`config.mk`:
```
export PLATFORM = sky130hd
export DESIGN_NAME = dqm_ctrl
export DESIGN_NICKNAME = d
export VERILOG_FILES = /design/src/dqm_pkg.sv /design/src/dqm_ctrl.sv
export VERILOG_INCLUDE_DIRS = /design/src /design/src/src
export SDC_FILE = /design/constraint.sdc
export NUM_CORES = 1
export LEC_CHECK = 0
export BUFFER_PORTS_ARGS = -buffer_cell sky130_fd_sc_hd__buf_2
export CORE_AREA = 3 3 40 42
export CTS_CLUSTER_DIAMETER = 120
export CTS_CLUSTER_SIZE = 12
export DETAILED_ROUTE_END_ITERATION = 6
export DIE_AREA = 0 0 43 45
export GPL_ROUTABILITY_DRIVEN = 0
export PLACE_DENSITY = 0.37
export SLEW_MARGIN = 20
export SYNTH_ARGS = -nofsm -noshare
export SYNTH_HDL_FRONTEND = slang
export SYNTH_SLANG_ARGS = --single-unit
```
`constraint.sdc`:
```
create_clock -name i_clk -period 1.03 [get_ports i_clk]
set_clock_uncertainty 0.15 [all_clocks]
set_input_delay 0.1545 -clock i_clk [delete_from_list [all_inputs] [get_ports i_clk]]
set_output_delay 0.1545 -clock i_clk [all_outputs]
set_load 0.01 [all_outputs]
```
`src/dequant_int8_weight_mac_4ch_top_assert.svh`:
```
// ---------------------------------------------------------------------------
// Assertion macros for the dequantizing MAC block
// Concurrent assertion wrappers; they expand to nothing under SYNTHESIS.
// ---------------------------------------------------------------------------
`ifndef DEQUANT_INT8_WEIGHT_MAC_4CH_TOP_ASSERT_SVH
`define DEQUANT_INT8_WEIGHT_MAC_4CH_TOP_ASSERT_SVH
`ifndef SYNTHESIS
// checked outside reset
`define DQM_ASSERT(lbl, clk, rst_n, prop, msg) \
    lbl: assert property (@(posedge clk) disable iff (!rst_n) (prop)) else $error(msg);
// checked at every edge, reset included
`define DQM_ASSERT_ALWAYS(lbl, clk, prop, msg) \
    lbl: assert property (@(posedge clk) (prop)) else $error(msg);
`else
`define DQM_ASSERT(lbl, clk, rst_n, prop, msg)
`define DQM_ASSERT_ALWAYS(lbl, clk, prop, msg)
`endif
`endif

```
`src/dqm_pkg.sv`:
```
// ---------------------------------------------------------------------------
// dqm_pkg
// Shared widths, codes, command/status types and saturation helpers.
// ---------------------------------------------------------------------------
package dqm_pkg;

    localparam int DQM_LANES   = 4;   // default lane count
    localparam int DQM_RESULTS = 4;   // weight and result ports
    localparam int DATA_W      = 32;
    localparam int WGT_W       = 8;
    localparam int CH_W        = 2;
    localparam int CFG_IDX_W   = 2;
    localparam int FRAC_W      = 16;

    localparam logic OP_SETUP = 1'b0;
    localparam logic OP_ACCUM = 1'b1;

    typedef enum logic [CFG_IDX_W-1:0] {
        CFG_CLAMP_LOW  = 2'd0,
        CFG_CLAMP_HIGH = 2'd1,
        CFG_ACC_PRIOR  = 2'd2,
        CFG_BIAS_EN    = 2'd3
    } t_cfg_idx;

    typedef struct packed {
        logic setup_we;   // store channel setup, load start value
        logic deq_load;   // register dequantized weights and activation
        logic mul_en;     // register lane products
        logic acc_en;     // update accumulators
        logic out_load;   // load clamped sums into output register
    } t_dqm_cmd;

    typedef struct packed {
        logic out_free;   // output register can take a beat this cycle
    } t_dqm_sts;

    function automatic logic signed [DATA_W-1:0] sat32(input logic signed [63:0] x);
        logic signed [DATA_W-1:0] r;
        if (x > 64'sh0000_0000_7FFF_FFFF) begin
            r = 32'sh7FFF_FFFF;
        end else if (x < 64'shFFFF_FFFF_8000_0000) begin
            r = 32'sh8000_0000;
        end else begin
            r = signed'(x[DATA_W-1:0]);
        end
        return r;
    endfunction

    // upper bound first, so an inverted range yields the lower bound
    function automatic logic signed [DATA_W-1:0] clamp32(
        input logic signed [DATA_W-1:0] v,
        input logic signed [DATA_W-1:0] lo,
        input logic signed [DATA_W-1:0] hi
    );
        logic signed [DATA_W-1:0] r;
        r = v;
        if (r > hi) begin
            r = hi;
        end
        if (r < lo) begin
            r = lo;
        end
        return r;
    endfunction

endpackage

```
`src/dqm_ctrl.sv`:
```
// ---------------------------------------------------------------------------
// dqm_ctrl
// Sequencer: accepts one item at a time and steps the lane datapath through
// dequantize, multiply, accumulate and emit.
// ---------------------------------------------------------------------------
`include "dequant_int8_weight_mac_4ch_top_assert.svh"

module dqm_ctrl
    import dqm_pkg::*;
(
    input  logic     i_clk,
    input  logic     i_rst_n,
    input  logic     i_in_valid,
    output logic     o_in_ready,
    input  logic     i_operation,
    input  logic     i_last,
    input  t_dqm_sts i_sts,
    output t_dqm_cmd o_cmd
);

    typedef enum logic [1:0] {
        S_IDLE,
        S_MUL,
        S_ACC,
        S_EMIT
    } t_state;

    t_state r_state, n_state;
    logic   r_last, n_last;
    logic   in_beat;

    assign o_in_ready = (r_state == S_IDLE);
    assign in_beat    = i_in_valid && o_in_ready;

    always_comb begin
        o_cmd          = '0;
        o_cmd.setup_we = in_beat && (i_operation == OP_SETUP);
        o_cmd.deq_load = in_beat && (i_operation == OP_ACCUM);
        o_cmd.mul_en   = (r_state == S_MUL);
        o_cmd.acc_en   = (r_state == S_ACC);
        o_cmd.out_load = (r_state == S_EMIT) && i_sts.out_free;
    end

    always_comb begin
        n_state = r_state;
        n_last  = r_last;
        case (r_state)
            S_IDLE: begin
                if (in_beat) begin
                    n_last = i_last;
                    if (i_operation == OP_ACCUM) begin
                        n_state = S_MUL;
                    end else if (i_last) begin
                        n_state = S_EMIT;
                    end
                end
            end
            S_MUL: begin
                n_state = S_ACC;
            end
            S_ACC: begin
                n_state = r_last ? S_EMIT : S_IDLE;
            end
            S_EMIT: begin
                // hold until the output register frees up
                if (i_sts.out_free) begin
                    n_state = S_IDLE;
                end
            end
            default: begin
                n_state = S_IDLE;
            end
        endcase
    end

    always_ff @(posedge i_clk) begin
        if (!i_rst_n) begin
            r_state <= S_IDLE;
            r_last  <= 1'b0;
        end else begin
            r_state <= n_state;
            r_last  <= n_last;
        end
    end

    `DQM_ASSERT_ALWAYS(a_rst_idle, i_clk, !i_rst_n |=> r_state == S_IDLE, "reset did not return to idle")
    `DQM_ASSERT(a_acc_to_mul, i_clk, i_rst_n, o_cmd.deq_load |=> o_cmd.mul_en, "accumulate beat did not start multiply")
    `DQM_ASSERT(a_mul_to_acc, i_clk, i_rst_n, o_cmd.mul_en |=> o_cmd.acc_en, "multiply not followed by accumulate")
    `DQM_ASSERT(a_emit_done, i_clk, i_rst_n, o_cmd.out_load |=> o_in_ready, "emit did not release input")

endmodule

```
[Yosys cells after proc, flatten, opt, wreduce, memory -nomap -nowiden]
Cells that the tools add are included.
Storage, ports and cells
  register bits after elaboration: 3
  input port bits: 6
  word-level logic and storage cells: 22
  output and inout port bits: 6
Cells by class
  reduce and logical (&&, ||, !) cells: 7
  equal/unequal tests: 6
  muxes and demuxes: 6
  bitwise logic cells: 1
Operators with widths (count)
  2-to-1 mux 2 bit: 5
  one-hot mux 2 bit (4 select lines): 1
  equality test 2 bit, second input constant: 2
  logical AND 1 bit: 4
  != test 3 x 1 -> 1 bit, second input constant: 1
  AND reduction 3 bit: 1
  equality test 2 x 1 -> 1 bit, second input constant: 1
  zero test 2 bit: 1
  != test 2 x 1 -> 1 bit, second input constant: 1
  != test 2 bit, second input constant: 1
  AND reduction 2 bit: 1
  inverter 1 bit: 1

[Logic depth before layout (Yosys ltp)]
Gate-level depths: netlist of the first run.
  depth in word-level cells: 4
  depth in mapped cells: 3
  mapped depth without buffers: 3

[Worst setup path before layout of the first run]
OpenSTA, ideal clock, no wires.
  path kind: register -> output
  start: reg r_state[1]
  end: out o_cmd[4] (netlist bit)
  buffers on the path: 0
  setup slack: -0.092 ns
  data required time: 0.725 ns
  arrival: 0.818 ns
  cell stages (with the launch flop): 4
  path through: dfxtp_1 nor2_2 nand2_2 nor2_1
RTL lines
  from (decl): RTL line dqm_ctrl.sv:28  | t_state r_state, n_state;
  from (signal assigned): RTL line dqm_ctrl.sv:81  | r_state <= n_state;
  to (decl): RTL line dqm_ctrl.sv:18  | output t_dqm_cmd o_cmd

==> results.ini, run 1 <==
[power]
clock_power_share_pct=41.5
intPower_mw=0.3680
power_mw=0.5378
vdd.ir_drop.worst_uv=454.4
switching_share_pct=31.56
switchingPower_mw=0.1697
p_leak_nw=0.1618
seq_power_share_pct=27.6
p_per_area_nw_per_um2=1557
comb_power_share_pct=30.9

[drt]
via_per_inst=4.241
wl_per_cell_um=11.37
post-route-drc-count=0
finalWirelength_um=614
drtIter0Drc=1
dr.pass1.iters=2
ant_nets=0
num_vias=229

[yosys]
synthAdderAreaFrac_pct=0
syn_nets=27
avgSynthCellArea_um2=7.805
syn_area_um2=163.9
synth_xor_area_share_pct=0
synth_top_family_by_area=simple AND/OR/NAND/NOR gates
yosys_warnings=0
yosys.area_share.simple_pct=39.69
synth.top_cell.area_share_pct=36.64
ys_ff_latch=3
synth_top_area_cell=dfxtp_1
synth_compound_gate_area_share_pct=15.27
synth_area_leaders=dfxtp_1, nand2_1, nor2b_1
ys_types=15
synth.area.mux_share_pct=6.107
yosysSeqAreaShare_pct=36.64
netlist_instances=21

[place]
placed_cells=48
dp_slack_ns=-0.09694
placed_cell_area_um2=252.7
portBuffers=11

[floorplanning]
row_count=13
die_area_um2=1935
io_pins=12
die_x_um=43
coreArea_um2=1285
initial_core_util_pct=12.76
die_h_um=45

[layout]
nNetsFinal=46
insertedDiodeCount=0
syn_to_final_growth_pct=110.7
drive_gt1_share_pct=69.23
fillers=146
final_cell_area_um2=345.3
fin_cells=54
final_util_pct=26.87

[global_route]
grtUsageTotal_pct=7.980
grt_max_degree=7
met2_usage_pct=14.07
first_global_vias=267
antenna_found_initial=0
met1_usage_pct=6.235
overflow=0
grt_use_met3_pct=4.382
grt_pass1_wl_um=1062
grt.busiest_layer=met2

[sta]
fin_crit_ns=1.323
layout_setup_ws_ns=-0.2928
tns_ns=-1.360
hold_violations=0
setup_viol=7
rsz0062_at_grt=true
fmax_mhz=756.0
maxSlewViolCount=0
whs_ns=0.02401
finalCritPeriodShare_pct=128.4
worst_slew_pin_slew_ns=0.2278
max_slew_margin_pct=84.66

[clock_network]
cts.sinks=3
htreeDepth=1
clock_path_buffers=2
clk_latency_ns=0.24
cts_inserted_buffers=3
cts.clk_slew.worst_paths_ns=0.04
cts_tree=done
cts_root_buffer=clkbuf_4
cts_hold_buffers=0

[critical_path]
reg2reg_slack_ns=-0.04
rr_startpoint=r_state[1]
reg2reg_to=r_last
endpoint_kind=primary output
worstPathArrival_ns=1.02
reg2regPathDepth=4
cp-start-kind=register
critPathRequiredTime_ns=0.73
worstPathMaxFanout=5
path_class=reg2out

[outcome]
status=finished, violations left
violations=setup timing

[worst_hold_path]
whs_endpoint=r_state[1]
min_from=i_rst_n
min_path_type=in2reg
holdPathStages=3

[job]
cap_violations=0

layer usage:
| layer | up-vias | wire (um) |
|---|---|---|
| met2 | 15 | 319 |
| met1 | 101 | 194 |
| met5 | - | 0 |
| li1 | 110 | - |
| met4 | 0 | 17 |
| met3 | 3 | 83 |
layout by cell type, fill, tap and decap left out, drive strengths merged, types with 2 or more instances in the layout:
cell type,count
dfxtp,3
nand2,5
buf,14
o21ai,2
nor2,2
and3,2
clkbuf,4
nor2b,2
sequential cells by signal, summed over array words and instances (netlist names):
| signal | count |
|---|---|
| r_last | 1 |
| r_state | 2 |
cell usage after synthesis, drive strengths merged:
library cell,n
and3,2
o22ai,1
dfxtp,3
inv,1
nand2,5
nand3b,1
mux2i,1
o21ai,2
a221oi,1
nor2b,2
nor2,2
worst max-delay path, stage by stage (launching register included):
cell and delay, ns:
dfxtp_4 0.36, nor2_4 0.13, and3_4 0.19, buf_6 0.09
worst max path at each step:
stage                           from    endpoint  slack (ns)
after floorplan           r_state[1]    o_cmd[4]     -0.0009
after global placement    r_state[0]  r_state[1]       -0.08
after detailed placement  r_state[0]  r_state[1]        -0.1
after CTS                 r_state[0]    o_cmd[3]       -0.30
after global routing      r_state[1]    o_cmd[3]       -0.33
final                     r_state[1]    o_cmd[3]       -0.29
timing repair:
action	CTS	global route
pin swaps	3	4
endpoints found under the setup margin	9	9
resized for setup	9	4
setup buffers	2	1
power by group through the flow:
| stage | Combinational (mW) | Clock (mW) | Sequential, mW |
|---|---|---|---|
| global route | 0.180 | 0.231 | 0.153 |
| CTS | 0.153 | 0.230 | 0.148 |
| global placement | 0.109 | 0 | 0.148 |
| detailed placement | 0.110 | 0 | 0.149 |
| finish | 0.166 | 0.223 | 0.148 |
| floorplan | 0.0606 | 0 | 0.145 |
layout make-up:
class	instances	area [um^2]	area share (%)
multi-input combinational	17	128.9	37.32
inverter	1	3.754	1.087
tap	15	18.77	5.435
sequential	3	67.56	19.57
clock buffer	4	26.28	7.609
timing repair buffer	14	100.1	28.99
kinds of logic after synthesis:
kind of cell    count (synthesis)
flops                           3
compound gates                  4
buf+inv                         1
mux                             1
simple gates                   12
Note: power is estimated with default switching activity, not from simulation.
==> inputs of run 2 (changes only) <==
--- a/config.mk
+++ b/config.mk
@@ -7,13 +7,16 @@
 export NUM_CORES = 1
 export LEC_CHECK = 0
 export BUFFER_PORTS_ARGS = -buffer_cell sky130_fd_sc_hd__buf_2
+export CELL_PAD_IN_SITES_DETAIL_PLACEMENT = 1
+export CELL_PAD_IN_SITES_GLOBAL_PLACEMENT = 1
 export CORE_AREA = 3 3 40 42
+export CTS_BUF_LIST = sky130_fd_sc_hd__clkbuf_16
 export CTS_CLUSTER_DIAMETER = 120
 export CTS_CLUSTER_SIZE = 12
 export DETAILED_ROUTE_END_ITERATION = 6
 export DIE_AREA = 0 0 43 45
 export GPL_ROUTABILITY_DRIVEN = 0
-export PLACE_DENSITY = 0.37
+export PLACE_DENSITY = 0.48
 export SLEW_MARGIN = 20
 export SYNTH_ARGS = -nofsm -noshare
 export SYNTH_HDL_FRONTEND = slang
==> run 2 against run 1 <==
  * The run still ends with setup timing left
  * Sequential cell count stayed put
  * Register-to-register slack worse by 0.03 ns
  * Fmax is 1.9% higher
  * Via count is 9.2% higher
  * Count of clock-buffer cells in the layout is 1 lower
  * Utilization is 7.2 points higher
  * Die area stayed put
  * Critical path type unchanged
  * Largest cell class unchanged
  * Highest routed layer unchanged
==> results.ini, run 2 (synthesis results as in run 1) <==
[outcome]
violations=setup timing
status=finished, violations left

[sta]
max_slew_margin_pct=73.43
setup_viol=9
whs_ns=0.05324
hold_violations=0
worst_slew_pin_slew_ns=0.3944
fin_crit_ns=1.298
maxSlewViolCount=0
layout_setup_ws_ns=-0.2683
finalCritPeriodShare_pct=126.0
fmax_mhz=770.2
rsz0062_at_grt=true

[drt]
dr.pass1.iters=2
finalWirelength_um=757
via_per_inst=4.386
ant_nets=0
num_vias=250
drtIter0Drc=1
wl_per_cell_um=13.28
post-route-drc-count=0

[layout]
layout_common_cells=buf_2, buf_4, nand2_1, clkbuf_16, buf_6
multi_input_area_um2=155.1
final_cell_area_um2=437.9
nNetsFinal=49
syn_to_final_growth_pct=167.2
fin_cells=57
reg_top3=r_state x2, r_last x1
largest_reg_flops=2
regMostFlops=r_state
insertedDiodeCount=0
seqCellArea_um2=67.56
layout_commonest_cell=buf_2
fillers=156
drive_gt1_share_pct=76.19

[global_route]
grtUsageTotal_pct=9.318
overflow=0
first_global_vias=269
antenna_found_initial=0
grt_pass1_wl_um=1228
grt_max_degree=6

[job]
cap_violations=0

[clock_network]
clock_path_buffers=2
cts_inserted_buffers=3
cts_root_buffer=clkbuf_16
htreeDepth=1
cts_tree=done
cts.clk_slew.worst_paths_ns=0.03
clk_latency_ns=0.22
cts.sinks=3

[worst_hold_path]
min_path_type=in2reg

[critical_path]
cp_slowest_cell=dfxtp_4
worstPathArrival_ns=0.99
cp-start-kind=register
cpPeakStageDelay_ns=0.35
path_cells=nor2_4, and3_1, buf_2
path_class=reg2out
endpoint_kind=primary output
critPathRequiredTime_ns=0.73
worstPathMaxFanout=4

[power]
vdd.ir_drop.worst_uv=918.7
p_per_area_nw_per_um2=2190
p_leak_nw=0.2108
power_mw=0.9592

[floorplanning]
die_area_um2=1935
die_x_um=43
coreArea_um2=1285
io_pins=12
die_h_um=45
initial_core_util_pct=12.76
row_count=13

[place]
placed_cell_area_um2=252.7
placed_cells=48
portBuffers=11

-- run 2: layout make-up --
| type | count | area share [%] |
|---|---|---|
| Multi-Input combinational cell | 17 | 35.43 |
| Timing Repair Buffer | 17 | 26.00 |
| Clock buffer | 3 | 17.14 |
| Sequential cell | 3 | 15.43 |
| Tap cell | 15 | 4.286 |
| Clock inverter | 1 | 0.8571 |
| Inverter | 1 | 0.8571 |
-- run 2: path summary, 6_finish.rpt --
kind               from          to  slack, ns  cells after the start
min              i_last      r_last       0.05                      3
max          r_state[1]    o_cmd[3]      -0.27                      3
min reg2reg      r_last      r_last       0.36                      2
max reg2reg  r_state[0]  r_state[1]      -0.07                      4
-- run 2: where the power goes --
part	internal [mW]	switching (mW)
sequential	0.131	0.0193
clock	0.501	0.111
combinational	0.103	0.0939
total	0.735	0.224
-- run 2: critical path, delay by kind of cell (launching register included) --
family | cells | cell delay [ns]
flops | 1 | 0.35
simple gates | 2 | 0.30
buf+inv | 1 | 0.12
-- run 2: per-layer routing --
metal / GRT usage [%] / up-vias / part of all wire, %
met4: 3.614 / 0 / 1.2
met3: 5.179 / 2 / 9.5
met5: 0 / - / 0
li1: - / 117 / -
met2: 18.26 / 14 / 55
met1: 7.692 / 117 / 34
-- run 2: repair_timing --
action / 4_1_cts / 5_1_grt
gates resized for setup: 12 / 5
pin swaps: 5 / 4
hold buffers: 0 / 0
setup buffers: 4 / 1
endpoints found under the setup margin: 9 / 9
-- run 2: metrics by stage --
stage / utilization (%) / worst slack [ns] / TNS (ns)
final: 34.08 / -0.2683 / -1.537
after global routing: 34.08 / -0.3128 / -1.903
after CTS: 31.94 / -0.2658 / -1.396
after detailed placement: 19.67 / -0.09275 / -0.3114
after global placement: 19.67 / -0.06727 / -0.2047
after floorplan: - / -0.0009062 / -0.001685
==> inputs of run 3 (changes only) <==
--- a/config.mk
+++ b/config.mk
@@ -6,7 +6,7 @@
 export SDC_FILE = /design/constraint.sdc
 export NUM_CORES = 1
 export LEC_CHECK = 0
-export BUFFER_PORTS_ARGS = -buffer_cell sky130_fd_sc_hd__buf_2
+export BUFFER_PORTS_ARGS = -buffer_cell sky130_fd_sc_hd__buf_4
 export CELL_PAD_IN_SITES_DETAIL_PLACEMENT = 1
 export CELL_PAD_IN_SITES_GLOBAL_PLACEMENT = 1
 export CORE_AREA = 3 3 40 42
==> constraint.sdc (replaced) <==
create_clock -name i_clk -period 1.03 [get_ports i_clk]
set_clock_uncertainty 0.15 [all_clocks]
set_input_delay 0.1545 -clock i_clk [delete_from_list [all_inputs] [get_ports i_clk]]
set_output_delay 0.1545 -clock i_clk [all_outputs]
set_load 0.05 [all_outputs]
==> run 3 against run 2 <==
  * The flow still finishes with violations (setup timing)
  * First-iteration DRC count shrank 100%
  * Cell count unchanged
  * Worst setup slack got worse by 0.041 ns
  * Sequential power hardly changed
  * Non-clock buffer count unchanged
  * Fmax down 3.1%
  * Critical endpoint unchanged
  * Largest power group unchanged
  * Highest routed layer unchanged
==> results.ini, run 3 (synthesis results as in run 1) <==
[outcome]
status=finished, violations left
violations=setup timing

[clock_network]
cts.sinks=3
clock_path_buffers=2
cts.clk_slew.worst_paths_ns=0.03
clk_latency_ns=0.22
htreeDepth=1
cts_inserted_buffers=3
cts_tree=done
cts_hold_buffers=0
cts_root_buffer=clkbuf_16

[layout]
insertedDiodeCount=0
largest_reg_flops=2
fillers=146
regMostFlops=r_state
final_util_pct=36.51
final_cell_area_um2=469.2
drive_gt1_share_pct=76.19
fin_cells=57
nNetsFinal=49
seqCellArea_um2=67.56
syn_to_final_growth_pct=186.3
layout_commonest_cell=buf_4
layout_common_cells=buf_4, nand2_1, clkbuf_16, buf_6, buf_8
reg_top3=r_state x2, r_last x1
multi_input_area_um2=138.9

[drt]
wl_per_cell_um=10.89
num_vias=233
drtIter0Drc=0
dr.pass1.iters=1
via_per_inst=4.088
post-route-drc-count=0
ant_nets=0
finalWirelength_um=621

[power]
vdd.ir_drop.worst_uv=523.6
clock_power_share_pct=57.9
comb_power_share_pct=27.8
p_per_area_nw_per_um2=2210
switching_share_pct=26.04
switchingPower_mw=0.2699
power_mw=1.037
intPower_mw=0.7668
seq_power_share_pct=14.3
p_leak_nw=0.2151

[global_route]
overflow=0
met1_usage_pct=7.212
grtUsageTotal_pct=8.070
met2_usage_pct=14.67
grt_pass1_wl_um=1097
antenna_found_initial=0
first_global_vias=257
grt_use_met3_pct=2.390
grt_max_degree=7
grt.busiest_layer=met2

[sta]
finalCritPeriodShare_pct=130.0
tns_ns=-1.882
worst_slew_pin_slew_ns=0.2068
hold_violations=0
fmax_mhz=746.6
setup_viol=9
max_slew_margin_pct=86.07
rsz0062_at_grt=true
whs_ns=0.03765
layout_setup_ws_ns=-0.3094
fin_crit_ns=1.339
maxSlewViolCount=0

[floorplanning]
die_x_um=43
initial_core_util_pct=12.76
die_area_um2=1935
coreArea_um2=1285
die_h_um=45
io_pins=12
row_count=13

[place]
placed_cells=51
hpwlAfterDp_um=451.7
placed_cell_area_um2=320.3
portBuffers=11
dp_slack_ns=-0.1117

[critical_path]
critPathRequiredTime_ns=0.73
cp-start-kind=register
endpoint_kind=primary output
worstPathArrival_ns=1.03
worstPathMaxFanout=4
path_class=reg2out

[job]
cap_violations=0

[worst_hold_path]
min_path_type=in2reg

run 3: cell count changes in the layout (fill, tap and decap cells not counted):
cell	delta
buf_2	-10
buf_4	+7
buf_8	+3
and3_1	-1
and3_2	+1
nand2_1	+1
nand2_4	-1
nor2_2	-1
nor2_4	+1
o21ai_2	+1
o21ai_4	-1
o22ai_2	+1
o22ai_4	-1
run 3: worst max-delay path, cell delays in order (launching register included):
cell and delay (ns):
dfxtp_4 0.35, nor2_4 0.13, and3_4 0.20, buf_8 0.14
run 3: final timing paths:
check	start	to	slack, ns	cells after the start
worst max register to register	r_state[1]	r_last	-0.16	5
worst min-delay path	i_rst_n	r_state[1]	0.04	3
worst min register to register	r_last	r_last	0.33	2
worst max-delay path	r_state[1]	o_cmd[3]	-0.31	3
run 3: layout make-up:
cell class / count / share of cell area, %
inverter: 1 / 0.8000
tap: 15 / 4.000
clock inverter: 1 / 0.8000
sequential: 3 / 14.40
multi-input combinational: 17 / 29.60
clock buffer: 3 / 16.00
timing repair buffer: 17 / 34.40
run 3: metal layers:
layer  vias up  wire (um)
met5         -          0
met4         0         16
met3         2         34
met2         9        338
met1       106        233
li1        116          -
run 3: timing repair:
action | CTS | global route
hold endpoints to repair | 0 | 0
setup buffers | 2 | 0
gates resized for setup | 11 | 3
pin swaps | 1 | 1
setup endpoints to repair | 9 | 9
run 3: power groups by stage:
stage	clock network, mW	logic, mW	registers (mW)
finish	0.600	0.289	0.148
global route	0.622	0.306	0.151
CTS	0.606	0.284	0.147
detailed placement	0	0.234	0.151
global placement	0	0.233	0.149
floorplan	0	0.139	0.148
